## config.mk

```make
export PLATFORM = sky130hd
export DESIGN_NAME = crt_datapath
export DESIGN_NICKNAME = d
export VERILOG_FILES = /design/src/sv/crt_pkg.sv /design/src/sv/crt_datapath.sv
export SDC_FILE = /design/constraint.sdc
export NUM_CORES = 1
export LEC_CHECK = 0
export ABC_AREA = 1
export CAP_MARGIN = 40
export CORE_MARGIN = 2
export CORE_UTILIZATION = 35
export CTS_BUF_LIST = sky130_fd_sc_hd__clkbuf_4 sky130_fd_sc_hd__clkbuf_8 sky130_fd_sc_hd__clkbuf_16
export CTS_CLUSTER_SIZE = 16
export DETAILED_ROUTE_END_ITERATION = 8
export DONT_BUFFER_PORTS = 1
export PLACE_DENSITY_LB_ADDON = 0.2
export SKIP_CTS_REPAIR_TIMING = 1
export SLEW_MARGIN = 20
export SYNTH_ARGS = -nofsm -noshare
export SYNTH_HDL_FRONTEND = slang
export SYNTH_SLANG_ARGS = --single-unit
```

## constraint.sdc

```tcl
create_clock -name clk -period 5.85 [get_ports clk]
set_input_delay 1.17 -clock clk [delete_from_list [all_inputs] [get_ports clk]]
set_output_delay 1.17 -clock clk [all_outputs]
set_load 0.05 [all_outputs]
```

## src/sv/crt_pkg.sv

```systemverilog
// crt_pkg: shared types and codes for the chunk reassembly tracker.
// No dependencies; used by the interfaces, controller, datapath and checker.
package crt_pkg;

    localparam int CMD_W  = 3;
    localparam int STS_W  = 3;
    localparam int ID_W   = 8;
    localparam int IDX_W8 = 8;
    localparam int TIME_W = 32;

    // command codes
    localparam logic [CMD_W-1:0] CMD_BEGIN  = 3'd0;
    localparam logic [CMD_W-1:0] CMD_RECORD = 3'd1;
    localparam logic [CMD_W-1:0] CMD_RESEND = 3'd2;
    localparam logic [CMD_W-1:0] CMD_NOTE   = 3'd3;
    localparam logic [CMD_W-1:0] CMD_CLEAR  = 3'd4;
    localparam logic [CMD_W-1:0] CMD_POLL   = 3'd5;

    // status codes
    localparam logic [STS_W-1:0] ST_OK        = 3'd0;
    localparam logic [STS_W-1:0] ST_BUSY      = 3'd1;
    localparam logic [STS_W-1:0] ST_NO_ACTIVE = 3'd2;
    localparam logic [STS_W-1:0] ST_WRONG_REQ = 3'd3;
    localparam logic [STS_W-1:0] ST_INVALID   = 3'd4;
    localparam logic [STS_W-1:0] ST_DUPLICATE = 3'd5;

    // controller -> datapath
    typedef struct packed {
        logic capture;
        logic execute;
        logic scan_step;
        logic load_result;
    } ctl_cmd_t;

    // datapath -> controller
    typedef struct packed {
        logic rec_ok;
        logic scan_done;
    } dp_sts_t;

endpackage

```

## src/sv/crt_datapath.sv

```systemverilog
// crt_datapath: transfer state, received map, lowest-missing scan, result register.
// Depends on crt_pkg; sequenced by crt_ctrl.
module crt_datapath import crt_pkg::*;
#(
    parameter int MAX_CHUNKS = 128
)
(
    input  logic              clk,
    input  logic              rst_n,
    input  logic              cfg_wr_en,
    input  logic [TIME_W-1:0] cfg_wr_data,
    input  ctl_cmd_t          ctl,
    output dp_sts_t           sts,
    input  logic [CMD_W-1:0]  command,
    input  logic [ID_W-1:0]   xfer_id,
    input  logic [IDX_W8-1:0] chunk_index,
    input  logic [IDX_W8-1:0] chunk_total,
    input  logic [TIME_W-1:0] now_ms,
    output logic [STS_W-1:0]  status,
    output logic              complete,
    output logic              new_chunk,
    output logic [IDX_W8-1:0] next_needed,
    output logic              resend_due
);

    localparam int              MAP_AW  = (MAX_CHUNKS > 1) ? $clog2(MAX_CHUNKS) : 1;
    localparam logic [IDX_W8-1:0] MAX_TOT = IDX_W8'(MAX_CHUNKS);

    // configuration and transfer state
    logic [TIME_W-1:0]     timeout_reg;
    logic                  active_reg,    active_next;
    logic [ID_W-1:0]       cur_req_reg,   cur_req_next;
    logic [IDX_W8-1:0]     known_tot_reg, known_tot_next;
    logic [IDX_W8-1:0]     next_miss_reg, next_miss_next;
    logic [TIME_W-1:0]     deadline_reg,  deadline_next;
    logic [MAX_CHUNKS-1:0] map_reg,       map_next;
    logic [IDX_W8-1:0]     scan_cnt_reg;

    // captured item
    logic [CMD_W-1:0]  cmd_reg;
    logic [ID_W-1:0]   rid_reg;
    logic [IDX_W8-1:0] idx_reg;
    logic [IDX_W8-1:0] tot_reg;
    logic [TIME_W-1:0] now_reg;

    // per-item outcome
    logic [STS_W-1:0] status_reg, status_next;
    logic             fresh_reg,  fresh_next;
    logic             rec_ok_reg, rec_ok_next;

    // result register
    logic [STS_W-1:0]  rsp_status_reg;
    logic              rsp_complete_reg;
    logic              rsp_fresh_reg;
    logic [IDX_W8-1:0] rsp_next_reg;
    logic              rsp_due_reg;

    logic [TIME_W-1:0] deadline_sum;
    logic              rec_bad;
    logic              idx_seen;
    logic              scan_done;
    logic              done_now;

    assign deadline_sum = now_reg + timeout_reg;
    assign rec_bad = (tot_reg == '0) || (idx_reg >= tot_reg) || (tot_reg > MAX_TOT)
                     || ((known_tot_reg != '0) && (known_tot_reg != tot_reg));
    assign idx_seen = map_reg[idx_reg[MAP_AW-1:0]];

    always_comb
    begin
        active_next    = active_reg;
        cur_req_next   = cur_req_reg;
        known_tot_next = known_tot_reg;
        next_miss_next = next_miss_reg;
        deadline_next  = deadline_reg;
        map_next       = map_reg;
        status_next    = ST_OK;
        fresh_next     = 1'b0;
        rec_ok_next    = 1'b0;
        unique case (cmd_reg)
            CMD_BEGIN:
            begin
                if (active_reg)
                begin
                    status_next = ST_BUSY;
                end
                else
                begin
                    map_next       = '0;
                    active_next    = 1'b1;
                    cur_req_next   = rid_reg;
                    known_tot_next = '0;
                    next_miss_next = '0;
                    deadline_next  = deadline_sum;
                end
            end
            CMD_RECORD:
            begin
                priority if (!active_reg)
                begin
                    status_next = ST_NO_ACTIVE;
                end
                else if (rid_reg != cur_req_reg)
                begin
                    status_next = ST_WRONG_REQ;
                end
                else if (rec_bad)
                begin
                    status_next = ST_INVALID;
                end
                else
                begin
                    rec_ok_next    = 1'b1;
                    known_tot_next = tot_reg;
                    deadline_next  = deadline_sum;
                    if (idx_seen)
                    begin
                        status_next = ST_DUPLICATE;
                    end
                    else
                    begin
                        map_next[idx_reg[MAP_AW-1:0]] = 1'b1;
                        fresh_next = 1'b1;
                    end
                end
            end
            CMD_RESEND:
            begin
                priority if (!active_reg)
                begin
                    status_next = ST_NO_ACTIVE;
                end
                else if ((known_tot_reg != '0) && (idx_reg >= known_tot_reg))
                begin
                    status_next = ST_INVALID;
                end
                else
                begin
                    next_miss_next = idx_reg;
                    deadline_next  = now_reg;
                end
            end
            CMD_NOTE:
            begin
                if (!active_reg)
                begin
                    status_next = ST_NO_ACTIVE;
                end
                else
                begin
                    deadline_next = deadline_sum;
                end
            end
            CMD_CLEAR:
            begin
                active_next    = 1'b0;
                cur_req_next   = '0;
                known_tot_next = '0;
                next_miss_next = '0;
                deadline_next  = '0;
                map_next       = '0;
            end
            default:
            begin
                // poll and the unused codes
                if (!active_reg)
                begin
                    status_next = ST_NO_ACTIVE;
                end
            end
        endcase
    end

    // one map bit per scan step; stops at the first gap or at the total
    assign done_now  = (scan_cnt_reg >= known_tot_reg);
    assign scan_done = done_now || !map_reg[scan_cnt_reg[MAP_AW-1:0]];

    assign sts.rec_ok    = (cmd_reg == CMD_RECORD) && active_reg && (rid_reg == cur_req_reg)
                           && !rec_bad;
    assign sts.scan_done = scan_done;

    always_ff @(posedge clk or negedge rst_n)
    begin
        if (!rst_n)
        begin
            timeout_reg   <= '0;
            active_reg    <= 1'b0;
            cur_req_reg   <= '0;
            known_tot_reg <= '0;
            next_miss_reg <= '0;
            deadline_reg  <= '0;
            map_reg       <= '0;
            scan_cnt_reg  <= '0;
            status_reg    <= ST_OK;
            fresh_reg     <= 1'b0;
            rec_ok_reg    <= 1'b0;
        end
        else
        begin
            if (cfg_wr_en)
            begin
                timeout_reg <= cfg_wr_data;
            end
            if (ctl.execute)
            begin
                active_reg    <= active_next;
                cur_req_reg   <= cur_req_next;
                known_tot_reg <= known_tot_next;
                next_miss_reg <= next_miss_next;
                deadline_reg  <= deadline_next;
                map_reg       <= map_next;
                status_reg    <= status_next;
                fresh_reg     <= fresh_next;
                rec_ok_reg    <= rec_ok_next;
                scan_cnt_reg  <= '0;
            end
            else if (ctl.scan_step)
            begin
                if (scan_done)
                begin
                    next_miss_reg <= scan_cnt_reg;
                end
                else
                begin
                    scan_cnt_reg <= scan_cnt_reg + 1'b1;
                end
            end
        end
    end

    always_ff @(posedge clk)
    begin
        if (ctl.capture)
        begin
            cmd_reg <= command;
            rid_reg <= xfer_id;
            idx_reg <= chunk_index;
            tot_reg <= chunk_total;
            now_reg <= now_ms;
        end
        if (ctl.load_result)
        begin
            rsp_status_reg   <= status_reg;
            rsp_complete_reg <= rec_ok_reg && (next_miss_reg >= known_tot_reg);
            rsp_fresh_reg    <= fresh_reg;
            rsp_next_reg     <= next_miss_reg;
            rsp_due_reg      <= active_reg
                                && !((known_tot_reg != '0) && (next_miss_reg >= known_tot_reg))
                                && (now_reg >= deadline_reg);
        end
    end

    assign status      = rsp_status_reg;
    assign complete    = rsp_complete_reg;
    assign new_chunk   = rsp_fresh_reg;
    assign next_needed = rsp_next_reg;
    assign resend_due  = rsp_due_reg;

endmodule

```

==> results_dict.tcl <==
set metrics [dict create \
    status "complete, no violations" \
    syn_nets 2752 \
    crit_buf_inv 1 \
    first_pass_iters 5 \
    drive_gt1_frac 0.06176 \
    synth-async-reset-ratio 0.7591 \
    vias 17000 \
    num_io_pins 114 \
    die_area_um2 56420 \
    fp.dieW_um 237.5 \
    drv_cap 0 \
    vdd_drop_max_v 0.0002597 \
    cp_cell_sequence "buf_4 -> nand2_1 -> o211ai_1 -> a21oi_1 -> nand3_1 -> nand3_1 -> nand2_1 -> nand2_1 -> nand3_2" \
    cp_top_family "simple AND/OR/NAND/NOR gates" \
    io_buffers 0 \
    internal_power_uw 4264 \
    clock.fmax_mhz 223.9 \
    final_cell_area_um2 20910 \
    clk_latency_ns 0.57 \
    yosys-top-cells-area "dfrtp_1 (30%), nand2_1 (16%), edfxtp_1 (11%)" \
    crit_path_end_kind "output port" \
    routedWlPerCell_um 17.78 \
    crit_path_top_delay_cell "dfrtp_2" \
    synth_edf_count 73 \
    finalMaxSlewViolations 0 \
    gr-total-overflow 0 \
    ys_ff_latch 303 \
    antenna_left 0 \
    power.switching_uw 1890 \
    syn_area_um2 19090 \
    relSlewSlack 0.4224 \
    leakagePower_uw 0.009069 \
    die-height_um 237.5 \
    synthDistinctLibCells 50 \
    hold_class "input pin to async pin" \
    swShare 0.3071 \
    holdWs_ns 0.3323 \
    syn2layout_area_growth_pct 9.532 \
    antenna_found_initial 0 \
    viasPerCell 5.273 \
    cp_slowest_stage_delay_ns 0.71 \
    htree_num_levels 2 \
    start_util 0.3540 \
    cts_tree "done" \
    crit_type "register to output port" \
    crit_top_cell "nand2_1" \
    period_needed_ns 4.466 \
    seqPwrFrac 0.408 \
    drt_iter0_markers 1452 \
    grt_use_total 0.2048 \
    wl_um 57300 \
    yosysMostFrequentCell "nand2_1" \
    synth_area_leader_cell "dfrtp_1" \
    root_buffer "clkbuf_16" \
    fin_util 0.3877 \
    largest_register_ffs 128 \
    crit_arrival_ns 3.30 \
    cts.sinks 303 \
    pwr-share-comb 0.200 \
    core.rowCount 85 \
    core_area_um2 53920 \
    nNetsFinal 2694 \
    finalSetupTns_ns 0 \
    ys_seq_area_frac 0.4164 \
    placed_area_um2 19610 \
    fin_crit_sh 0.7634 \
    cp.required_ns 4.68 \
    start_kind "register" \
    hpwl_um 38400 \
    ys_top_cells_by_count "nand2_1 (834), o21ai_0 (349), dfrtp_1 (230)" \
    fin_worst_skew_ns 0.02499 \
    tightest_slew_ns 0.8632 \
    cts_buffer_depth 3 \
    synth_area_per_cell_um2 7.464 \
    p_per_area_nw_per_um2 294.4 \
    cts_buffers 37 \
    place_congestion 0.9182 \
    finalHoldViolCount 0 \
    crit_fanout 63 \
    grt_max_degree 231 \
    setup_violations 0 \
    clkPwrFrac 0.392 \
    path_clk_slew_ns 0.06 \
    synth_top_area_share 0.3016 \
    grt_pass1_wl_um 92400 \
    postSynthCellCount 2557 \
    drc 0 \
    rsz0062_at_grt "false" \
    grt_pass1_vias 16440 \
    synth_ff_type "dfrtp_1" \
    yosysWarnings 0 \
    fillers 5531 \
]
[worst register-to-register path, cell delays in order (launching register included)]
cell and delay, ns:
edfxtp_1 0.39, buf_4 0.46, ha_1 0.34, inv_1 0.06, nor2_1 0.03, o21ai_1 0.13, nand2_1 0.06, nand2_1 0.05
nand3_1 0.06, a21o_1 0.15, nor2_1 0.21, nand3_1 0.21, a21oi_4 0.45, o21ai_4 0.18, buf_16 0.21, buf_4 0.32
nand2_1 0.15, o21ai_0 0.09
[final cells by class]
type                    instances  area, um2  share of cell area
clock buffers                  48       1062             0.05081
multi-input cells            1936       9782              0.4679
diodes                          1      2.502           0.0001197
repair buffers                 26      301.5             0.01442
well taps                     696      870.8             0.04166
flip-flops and latches        303       7949              0.3802
clock inverters                18      205.2            0.009816
inverters                     195      732.0             0.03501
[cells in the final DEF (no fill, tap or decap), types with 6 or more instances in the layout]
cell	n
a21oi_1	125
ha_1	96
o21a_1	6
o21ai_0	349
nand3_1	113
edfxtp_1	73
mux2_2	31
buf_4	16
nand2_1	834
nand3b_1	6
xnor2_1	7
nand4_1	20
a22oi_1	8
clkinv_2	7
o32ai_1	6
or2_2	13
nor3_1	14
a32o_1	7
clkbuf_4	6
clkbuf_16	39
dfrtp_1	229
a21boi_0	6
xor2_1	17
inv_1	187
o21ai_1	59
nor2_1	168
[path summary, 6_finish.rpt]
check	to	cells after the start	slack, ns	from
max	sts[0]	9	1.38	scan_cnt_reg[0]$_DFFE_PN0P_
min	scan_cnt_reg[7]$_DFFE_PN0P_	0	0.33	rst_n
max reg2reg	map_reg[96]$_DFFE_PN0P_	17	2.13	idx_reg[1]$_DFFE_PP_
min reg2reg	status[0]$_DFFE_PP_	0	0.45	status_reg[0]$_DFFE_PN0P_
max in group asynchronous	active_reg$_DFFE_PN0P_	0	4.89	rst_n
min in group clk	status[0]$_DFFE_PP_	0	0.45	status_reg[0]$_DFFE_PN0P_
[power by group through the flow]
stage / registers, uW / logic (uW) / clock network, uW
final: 2510 / 1230 / 2410
after CTS: 2520 / 1220 / 2490
after global placement: 2550 / 1180 / 0
after detailed placement: 2550 / 1220 / 0
after floorplan: 2500 / 931 / 0
after global routing: 2540 / 1410 / 2560
[routing by layer]
| layer | vias up | global-route usage | routed length (um) |
|---|---|---|---|
| met3 | 93 | 0.02938 | 2913 |
| met1 | 8047 | 0.2808 | 26390 |
| met4 | 0 | 0.06270 | 1439 |
| met2 | 454 | 0.3349 | 26550 |
| met5 | - | 0 | 0 |
| li1 | 8401 | - | - |
[kinds of logic (layout without fill, tap and decap cells)]
group | after synthesis | count (layout) | synth area share
AO/OA/AOI/OAI | 596 | 596 | 0.1672
XOR/XNOR | 24 | 24 | 0.01101
adder cells (fa/ha/maj) | 97 | 97 | 0.06398
buffers and inverters | 318 | 287 | 0.07270
flip-flops | 303 | 303 | 0.4164
multiplexers | 31 | 31 | 0.01829
other | 0 | 1 | 0
AND/OR/NAND/NOR | 1188 | 1188 | 0.2504
[stage by stage]
stage                     std cells  power, uW  setup slack [ns]
after floorplan                2557       3434             2.355
after global placement         3148       3724             1.939
after detailed placement       3155       3769             1.976
after CTS                      3221       6224             1.398
after global routing           3222       6501             1.136
final                          3223       6154             1.384
Power figures use the tool's default switching activity.
