===== src/sv/crt_pkg.sv =====
// crt_pkg: shared types and codes for the chunk reassembly tracker.
// No dependencies; used by the interfaces, controller, datapath and checker.
package crt_pkg;

    localparam int CMD_W  = 3;
    localparam int STS_W  = 3;
    localparam int ID_W   = 8;
    localparam int IDX_W8 = 8;
    localparam int TIME_W = 32;

    // command codes
    localparam logic [CMD_W-1:0] CMD_BEGIN  = 3'd0;
    localparam logic [CMD_W-1:0] CMD_RECORD = 3'd1;
    localparam logic [CMD_W-1:0] CMD_RESEND = 3'd2;
    localparam logic [CMD_W-1:0] CMD_NOTE   = 3'd3;
    localparam logic [CMD_W-1:0] CMD_CLEAR  = 3'd4;
    localparam logic [CMD_W-1:0] CMD_POLL   = 3'd5;

    // status codes
    localparam logic [STS_W-1:0] ST_OK        = 3'd0;
    localparam logic [STS_W-1:0] ST_BUSY      = 3'd1;
    localparam logic [STS_W-1:0] ST_NO_ACTIVE = 3'd2;
    localparam logic [STS_W-1:0] ST_WRONG_REQ = 3'd3;
    localparam logic [STS_W-1:0] ST_INVALID   = 3'd4;
    localparam logic [STS_W-1:0] ST_DUPLICATE = 3'd5;

    // controller -> datapath
    typedef struct packed {
        logic capture;
        logic execute;
        logic scan_step;
        logic load_result;
    } ctl_cmd_t;

    // datapath -> controller
    typedef struct packed {
        logic rec_ok;
        logic scan_done;
    } dp_sts_t;

endpackage


===== src/sv/crt_ctrl.sv =====
// crt_ctrl: sequencing state machine for the tracker.
// Depends on crt_pkg; drives crt_datapath through ctl_cmd_t.
module crt_ctrl import crt_pkg::*;
(
    input  logic     clk,
    input  logic     rst_n,
    input  logic     req_valid,
    output logic     req_ready,
    output logic     rsp_valid,
    input  logic     rsp_ready,
    input  dp_sts_t  sts,
    output ctl_cmd_t ctl
);

    localparam logic [1:0] S_IDLE   = 2'd0;
    localparam logic [1:0] S_EXEC   = 2'd1;
    localparam logic [1:0] S_SCAN   = 2'd2;
    localparam logic [1:0] S_RESULT = 2'd3;

    logic [1:0] state_reg;
    logic [1:0] state_next;
    logic       out_valid_reg;
    logic       out_valid_next;

    always_comb
    begin
        state_next      = state_reg;
        ctl             = '0;
        req_ready       = 1'b0;
        unique case (state_reg)
            S_IDLE:
            begin
                req_ready   = 1'b1;
                ctl.capture = req_valid;
                if (req_valid)
                begin
                    state_next = S_EXEC;
                end
            end
            S_EXEC:
            begin
                ctl.execute = 1'b1;
                state_next  = sts.rec_ok ? S_SCAN : S_RESULT;
            end
            S_SCAN:
            begin
                ctl.scan_step = 1'b1;
                if (sts.scan_done)
                begin
                    state_next = S_RESULT;
                end
            end
            S_RESULT:
            begin
                // wait for the output slot to free up
                if (!out_valid_reg || rsp_ready)
                begin
                    ctl.load_result = 1'b1;
                    state_next      = S_IDLE;
                end
            end
            default:
            begin
                state_next = S_IDLE;
            end
        endcase
    end

    always_comb
    begin
        out_valid_next = out_valid_reg;
        priority if (ctl.load_result)
        begin
            out_valid_next = 1'b1;
        end
        else if (rsp_ready)
        begin
            out_valid_next = 1'b0;
        end
    end

    always_ff @(posedge clk or negedge rst_n)
    begin
        if (!rst_n)
        begin
            state_reg     <= S_IDLE;
            out_valid_reg <= 1'b0;
        end
        else
        begin
            state_reg     <= state_next;
            out_valid_reg <= out_valid_next;
        end
    end

    assign rsp_valid = out_valid_reg;

endmodule


===== config.mk =====
export PLATFORM = sky130hd
export DESIGN_NAME = crt_ctrl
export DESIGN_NICKNAME = d
export VERILOG_FILES = /design/src/sv/crt_pkg.sv /design/src/sv/crt_ctrl.sv
export SDC_FILE = /design/constraint.sdc
export NUM_CORES = 1
export LEC_CHECK = 0
export BUFFER_PORTS_ARGS = -buffer_cell sky130_fd_sc_hd__buf_2
export CORE_AREA = 2 2 39 41
export CTS_CLUSTER_DIAMETER = 120
export DETAILED_ROUTE_END_ITERATION = 6
export DIE_AREA = 0 0 41 43
export PLACE_DENSITY = 0.35
export SLEW_MARGIN = 20
export SYNTH_ARGS = -nofsm -noshare
export SYNTH_HDL_FRONTEND = slang
export SYNTH_SLANG_ARGS = --single-unit
export TNS_END_PERCENT = 50

===== constraint.sdc =====
create_clock -name clk -period 1.8 [get_ports clk]
set_clock_uncertainty 0.2 [all_clocks]
set_input_delay 0.09 -clock clk [delete_from_list [all_inputs] [get_ports clk]]
set_output_delay 0.09 -clock clk [all_outputs]
set_load 0.005 [all_outputs]

==> results of run 1 <==
## cell usage in the layout (no fill, tap or decap)
cell type / instances
buf_2: 11
inv_1: 4
ha_1: 4
clkbuf_4: 3
dlygate4sd3_1: 3
dfrtp_1: 3
nand2b_4: 1
and2_2: 1
and2_1: 1
nand2_1: 1
nand2b_1: 1
o221ai_4: 1
mux2_4: 1
nor2b_1: 1
a221oi_1: 1
mux2i_1: 1
clkbuf_1: 1
## area by class of cell
type                            count  share of cell area (%)
Multi-Input combinational cell     14                    41.0
Clock buffer                        4                    7.00
Inverter                            4                    4.00
Sequential cell                     3                    20.0
Tap cell                           16                    5.33
Timing Repair Buffer               14                    22.7
## power by group
| group | total [mW] | leakage (nW) | internal (mW) | switching (mW) |
|---|---|---|---|---|
| Combinational | 0.341 | 0.148 | 0.187 | 0.153 |
| Sequential | 0.147 | 0.0356 | 0.105 | 0.0414 |
| Clock | 0.115 | 0.0150 | 0.0828 | 0.0320 |
## synthesized netlist by cell type
master	count	area, µm²
and2_2	1	7.51
and2_1	1	6.26
inv_1	4	15.0
buf_4	1	7.51
a221oi_1	1	8.76
nand2b_1	1	6.26
nand2_1	1	3.75
ha_1	4	50.1
o221ai_4	1	26.3
nand2b_4	1	13.8
mux2_4	1	15.0
mux2i_1	1	10.0
dfrtp_1	3	75.1
nor2b_1	1	6.26
## stage by stage
stage	utilization [%]	power, mW	area, µm²	setup WS [ps]	cells
global placement	23.1	0.492	319	156	48
global route	27.1	0.664	375	68.7	55
detailed placement	23.1	0.494	319	138	48
finish	27.1	0.602	375	158	55
floorplan	-	0.399	251	216	22
CTS	27.1	0.621	375	137	55
## critical path, stage by stage (launching register included)
cell and delay [ps]:
dfrtp_1 410, inv_1 140, ha_1 170, inv_1 70, o221ai_4 220, mux2_4 320
## kinds of logic after synthesis
| family | synth area share, % |
|---|---|
| adders and majority gates | 19.9 |
| DFF | 29.8 |
| and+or+nand+nor | 17.4 |
| muxes | 9.95 |
| buffers and inverters | 8.95 |
| AOI/OAI and AO/OA | 13.9 |
## layer usage
| layer | vias up | global-route usage [%] | share of wire (%) |
|---|---|---|---|
| li1 | 105 | - | - |
| met1 | 92 | 8.09 | 44 |
| met2 | 6 | 9.38 | 49 |
| met3 | 0 | 4.71 | 6.3 |
| met4 | 0 | 2.00 | 0 |
| met5 | - | 0 | 0 |
## how the worst min path moves through the flow
stage,from,to,cells after the start
finish,sts[0],state_reg[0],3
global route,sts[0],state_reg[0],3
CTS,sts[0],state_reg[0],3
detailed placement,rst_n,rsp_valid,1
global placement,rst_n,rsp_valid,1
floorplan,rst_n,rsp_valid,0
## timing repair
action	CTS	global route
endpoints found under the hold margin	4	0
setup endpoints to repair	0	0
hold buffers	3	0
==> impl_metrics.toml, run 1 <==
[run_status]
outcome = "finished clean"

[final_layout]
nFillCells = 152
largest_reg_flops = 2
nets = 50
drive_above_1_share_pct = 46.2
antennaDiodeCount = 0
area_growth_pct = 49.3
multi_input_area_um2 = 154
seq_area_um2 = 75.1

[detailed_routing]
drt_wl_total_um = 475
firstDrtPassIters = 1
wl_per_cell_um = 8.64
vias_per_cell = 3.69
postRouteAntennaNets = 0
routed-via-count = 203
drt_iter0_drc = 0
drc = 0

[logic_synthesis]
syn_inst = 22
syn_nets = 32
synthDistinctLibCells = 14
synth-seq-cells = 3
yosysSeqAreaShare_pct = 29.9
synth_warnings = 0
syn_area_per_cell_um2 = 11.4
syn-cell-area_um2 = 251

[timing]
grt_setup_unrepaired = "false"
timing.hold.ws_ps = 60.6
max_freq_mhz = 609
final-setup-viol-count = 0
fin_crit_ps = 1640
fin_setup_tns_ps = 0
max-slew-margin-rel_pct = 82.5
period_share_pct = 91.2
slew_viol_final = 0
tightestPinTransition_ps = 263
final-hold-violation-count = 0

[clock_tree]
postCtsResizedCells = 0
clock-sinks = 3
clock_path_buffers = 2
cts_tree = "built"
htree_levels = 1
cts_buffers = 3
clkTransAtPathRegs_ps = 30
postCtsSetupBuffers = 0
clkLatencyLatePin_ps = 230
clockRootBuffer = "clkbuf_4"

[place]
portBuffers = 11
gp_congestion = 0.636
dp_hpwl_um = 404

[floorplanning]
die_h_um = 43
core_mm2 = 0.00138
start_util_pct = 18.2
dieWidth_um = 41
pin_count = 12
rows = 14
fp.dieArea_mm2 = 0.00176

[global_routing]
antenna_found_initial = 0
grt_pass1_vias = 203
grt_max_degree = 6
gr-total-overflow = 0
grt_usage_pct = 6.74
grt_pass1_wl_um = 793

[setup_path]
ff2ff_setup_slack_ps = 160
required_ps = 1710
path_max_fanout = 4
crit_start = "state_reg[0]"
crit_arrival_ps = 1550
r2r_cells = 5
end_kind = "flip-flop"
cp-start-kind = "flip-flop"
criticalPathCategory = "flip-flop to flip-flop"
r2r_start = "state_reg[0]"
worstReg2RegEnd = "state_reg[1]"
endpoint = "state_reg[1]"

[worst_hold_path]
hold_class = "input port to flip-flop"

[power_and_ir_drop]
power.density_mw_per_mm2 = 1600
p_leak_nw = 0.199
peakVddDrop_mv = 0.499

[flow_run]
max_cap_violations = 0
Power figures use the tool's default switching activity.
==> inputs of run 2 (changes only) <==
--- a/config.mk
+++ b/config.mk
@@ -11,6 +11,7 @@
 export DETAILED_ROUTE_END_ITERATION = 6
 export DIE_AREA = 0 0 41 43
 export PLACE_DENSITY = 0.35
+export REMOVE_ABC_BUFFERS = 1
 export SLEW_MARGIN = 20
 export SYNTH_ARGS = -nofsm -noshare
 export SYNTH_HDL_FRONTEND = slang
==> impl_metrics.toml, run 2 (synthesis gave the netlist of run 1 again) <==
[setup_path]
slowest_delay_ps = 410
end_kind = "flip-flop"
critPathBufInv = 2
criticalPathCategory = "flip-flop to flip-flop"
critPathSlowestCell = "dfrtp_1"
required_ps = 1710
path_max_fanout = 4
cpLargestDelayFamily = "flip-flops"
cp-start-kind = "flip-flop"
crit_path_cell_trace = "inv_1 > ha_1 > inv_1 > o221ai_4 > mux2_4"
crit_top_cell = "inv_1"
crit_arrival_ps = 1550

[clock_tree]
postCtsResizedCells = 0
clkTransAtPathRegs_ps = 40
clock-sinks = 3
cts_buffers = 3
clockRootBuffer = "clkbuf_4"
htree_levels = 1
clock_path_buffers = 2
clkLatencyLatePin_ps = 230
cts_tree = "built"

[floorplanning]
core_mm2 = 0.00138
rows = 14
pin_count = 12
dieWidth_um = 41
fp.dieArea_mm2 = 0.00176
start_util_pct = 18.2
die_h_um = 43

[worst_hold_path]
hold_class = "input port to flip-flop"

[global_routing]
grt_pass1_wl_um = 800
grt_max_degree = 6
grt_pass1_vias = 215
grt_usage_pct = 7.14
antenna_found_initial = 0
gr-total-overflow = 0

[detailed_routing]
drt_wl_total_um = 483
routed-via-count = 206
drc = 0
firstDrtPassIters = 3
vias_per_cell = 3.75
drt_iter0_drc = 2
postRouteAntennaNets = 0
wl_per_cell_um = 8.78

[place]
gp_congestion = 0.655
place_area_um2 = 319
pre_cts_ws_ps = 154
portBuffers = 11

[timing]
final-setup-viol-count = 0
max-slew-margin-rel_pct = 85.0
tightestPinTransition_ps = 225
fin_crit_ps = 1640
max_freq_mhz = 611
grt_setup_unrepaired = "false"
final-hold-violation-count = 0
fin_setup_tns_ps = 0
slew_viol_final = 0
layout_setup_ws_ps = 163
period_share_pct = 91.0

[power_and_ir_drop]
p_leak_nw = 0.199
power.density_mw_per_mm2 = 1610
peakVddDrop_mv = 0.465

[flow_run]
max_cap_violations = 0

[final_layout]
final_cell_mix = "11 x buf_2, 4 x inv_1, 4 x ha_1"
final_area_um2 = 375
nets = 50
area_growth_pct = 49.3
drive_above_1_share_pct = 46.2
final_common_cell = "buf_2"
antennaDiodeCount = 0
largest_reg_flops = 2

[run_status]
outcome = "finished clean"
[run 2: cell counts in the layout (fill, tap and decap cells not counted)]
Identical to the previous run, type by type.
[run 2: final timing paths]
check | start | to | slack (ps) | cells after the start
min in group asynchronous | rst_n | rsp_valid | 520 | 3
max in group asynchronous | rst_n | state_reg[0] | 740 | 3
hold / removal | sts[0] | state_reg[0] | 60 | 3
setup / recovery | state_reg[0] | state_reg[1] | 160 | 5
setup reg to reg | state_reg[0] | state_reg[1] | 160 | 5
hold reg to reg | rsp_valid | rsp_valid | 360 | 2
[run 2: worst min-delay path: cells and delay by family]
family	cells	cell delay, ps
AOI/OAI and AO/OA	1	110
buffers and inverters	1	100
muxes	1	130
[run 2: timing repair]
| item | 4_1_cts | 5_1_grt |
|---|---|---|
| buffers inserted | 0 | 0 |
| hold endpoints to repair | 4 | 0 |
| hold buffers | 3 | 0 |
| setup endpoints to repair | 0 | 0 |
[run 2: cell type report]
type	count	area (µm²)
clock buffer	4	26.3
fill	151	1010
inverter	4	15.0
multi-input combinational	14	154
sequential	3	75.1
tap	16	20.0
timing repair buffer	14	85.1
[run 2: per-layer routing]
| layer | wire length, µm | global-route usage (%) | vias to the layer above |
|---|---|---|---|
| li1 | - | - | 105 |
| met1 | 223 | 8.71 | 95 |
| met5 | 0 | 0 | - |
| met3 | 21 | 1.57 | 0 |
| met4 | 0 | 8.00 | 0 |
| met2 | 238 | 9.06 | 6 |
[run 2: power breakdown]
group          internal, mW  leakage, nW  switching (mW)
combinational         0.189        0.148           0.153
clock                0.0829       0.0150          0.0319
sequential            0.105       0.0356          0.0427
[run 2: per-stage QoR]
step                      std cells  util [%]  hold WS [ps]  power, mW
after global routing             55      27.1          67.6      0.672
after floorplan                  21         -          -406      0.385
after CTS                        55      27.1          51.8      0.620
final                            55      27.1          56.5      0.605
after detailed placement         48      23.1          -315      0.491
after global placement           48      23.1          -312      0.491
==> inputs of run 3 (changes only) <==
--- a/config.mk
+++ b/config.mk
@@ -6,10 +6,11 @@
 export NUM_CORES = 1
 export LEC_CHECK = 0
 export BUFFER_PORTS_ARGS = -buffer_cell sky130_fd_sc_hd__buf_2
-export CORE_AREA = 2 2 39 41
+export CORE_AREA = 3 3 40 42
+export CTS_BUF_LIST = sky130_fd_sc_hd__clkbuf_2
 export CTS_CLUSTER_DIAMETER = 120
 export DETAILED_ROUTE_END_ITERATION = 6
-export DIE_AREA = 0 0 41 43
+export DIE_AREA = 0 0 43 45
 export PLACE_DENSITY = 0.35
 export REMOVE_ABC_BUFFERS = 1
 export SLEW_MARGIN = 20
==> impl_metrics.toml, run 3 (synthesis gave the netlist of run 1 again) <==
[run_status]
outcome = "finished clean"

[detailed_routing]
vias_per_cell = 3.59
drc = 0
postRouteAntennaNets = 0
wl_per_cell_um = 9.43
routed-via-count = 194
drt_wl_total_um = 509
drt_iter0_drc = 3
firstDrtPassIters = 2

[floorplanning]
fp.dieArea_mm2 = 0.00194
rows = 13
core_mm2 = 0.00128
start_util_pct = 19.6
die_h_um = 45
pin_count = 12
dieWidth_um = 43

[setup_path]
crit_path_cell_trace = "inv_1 > ha_1 > inv_1 > o221ai_4 > mux2_4"
ff2ff_setup_slack_ps = 160
path_max_fanout = 4
required_ps = 1680
criticalPathCategory = "flip-flop to flip-flop"
slowest_delay_ps = 400
end_kind = "flip-flop"
critPathSlowestCell = "dfrtp_1"
crit_arrival_ps = 1510
cp-start-kind = "flip-flop"
crit_top_cell = "inv_1"

[power_and_ir_drop]
power.density_mw_per_mm2 = 1570
peakVddDrop_mv = 0.377
report.power.total_uw = 579
p_leak_nw = 0.201

[clock_tree]
htree_levels = 1
cts_buffers = 3
hold_buffers = 2
cts_tree = "built"
clock_path_buffers = 2
postCtsResizedCells = 0
postCtsSetupBuffers = 0
clockRootBuffer = "clkbuf_2"
clkLatencyLatePin_ps = 190
clkTransAtPathRegs_ps = 40
clock-sinks = 3

[final_layout]
multi_input_area_um2 = 154
final_cell_mix = "11 x buf_2, 4 x inv_1, 4 x ha_1, 4 x clkbuf_2"
nets = 50
antennaDiodeCount = 0
area_growth_pct = 46.3
fin_cells = 54
drive_above_1_share_pct = 48.7
seq_area_um2 = 75.1
final_common_cell = "buf_2"
nFillCells = 141
largest_reg_flops = 2

[global_routing]
gr-usage-met1_pct = 6.54
grt_usage_pct = 6.42
grt_max_degree = 6
grtUsageMet3_pct = 1.20
antenna_found_initial = 0
gr-total-overflow = 0
met2_usage_pct = 10.5
grt_pass1_wl_um = 862
grt_pass1_vias = 212
grt-busiest-layer = "met2"

[place]
gp_congestion = 0.688
dp.cells = 47
dp_hpwl_um = 435
portBuffers = 11

[flow_run]
max_cap_violations = 0

[timing]
final-hold-violation-count = 0
slew_viol_final = 0
grt_setup_unrepaired = "false"
max_freq_mhz = 611
fin_setup_tns_ps = 0
fin_crit_ps = 1640
final-setup-viol-count = 0
max-slew-margin-rel_pct = 84.3
tightestPinTransition_ps = 236
period_share_pct = 91.0

[worst_hold_path]
hold_class = "input port to flip-flop"
## run 3: cell count changes in the layout (fill, tap and decap cells not counted)
cell | before | now
clkbuf_2 | 0 | 4
clkbuf_4 | 3 | 0
clkbuf_1 | 1 | 0
## run 3: final cells by class
type                    instances  area share, %
multi-input cells              14           41.8
repair buffers                 14           23.1
flip-flops and latches          3           20.4
clock buffers                   4           5.44
well taps                      15           5.10
inverters                       4           4.08
## run 3: path summary, 6_finish.rpt
| kind | from | cells past startpoint | endpoint |
|---|---|---|---|
| worst max-delay path | state_reg[0] | 5 | state_reg[1] |
| worst min-delay path | sts[0] | 3 | state_reg[0] |
| worst max register to register | state_reg[0] | 5 | state_reg[1] |
| worst min register to register | rsp_valid | 2 | rsp_valid |
| max in group asynchronous | rst_n | 3 | state_reg[1] |
| min in group asynchronous | rst_n | 3 | rsp_valid |
## run 3: per-layer routing
layer | share of wire [%] | wire (µm)
met5 | 0 | 0
met4 | 0 | 0
met2 | 51 | 262
met1 | 40 | 204
met3 | 8.1 | 41
## run 3: critical path, delay by kind of cell (launching register included)
kind	cells	cell delay, ps
buffers and inverters	2	200
adder cells (fa/ha/maj)	1	170
flip-flops	1	400
multiplexers	1	320
AO/OA/AOI/OAI	1	220
## run 3: where the power goes
group	leakage (nW)	switching (mW)	internal (mW)
logic	0.148	0.154	0.187
clock network	0.0166	0.0323	0.0587
registers	0.0356	0.0414	0.105
total	0.201	0.228	0.351
## run 3: per-stage QoR
step                cell area, µm²  hold slack [ps]  worst slack (ps)  util (%)
floorplan                      244             -406               216         -
global placement               318             -305               168      24.7
detailed placement             318             -313               148      24.7
CTS                            358             14.4               136      27.8
global route                   368             87.1              53.7      28.6
finish                         368             86.9               162      28.6
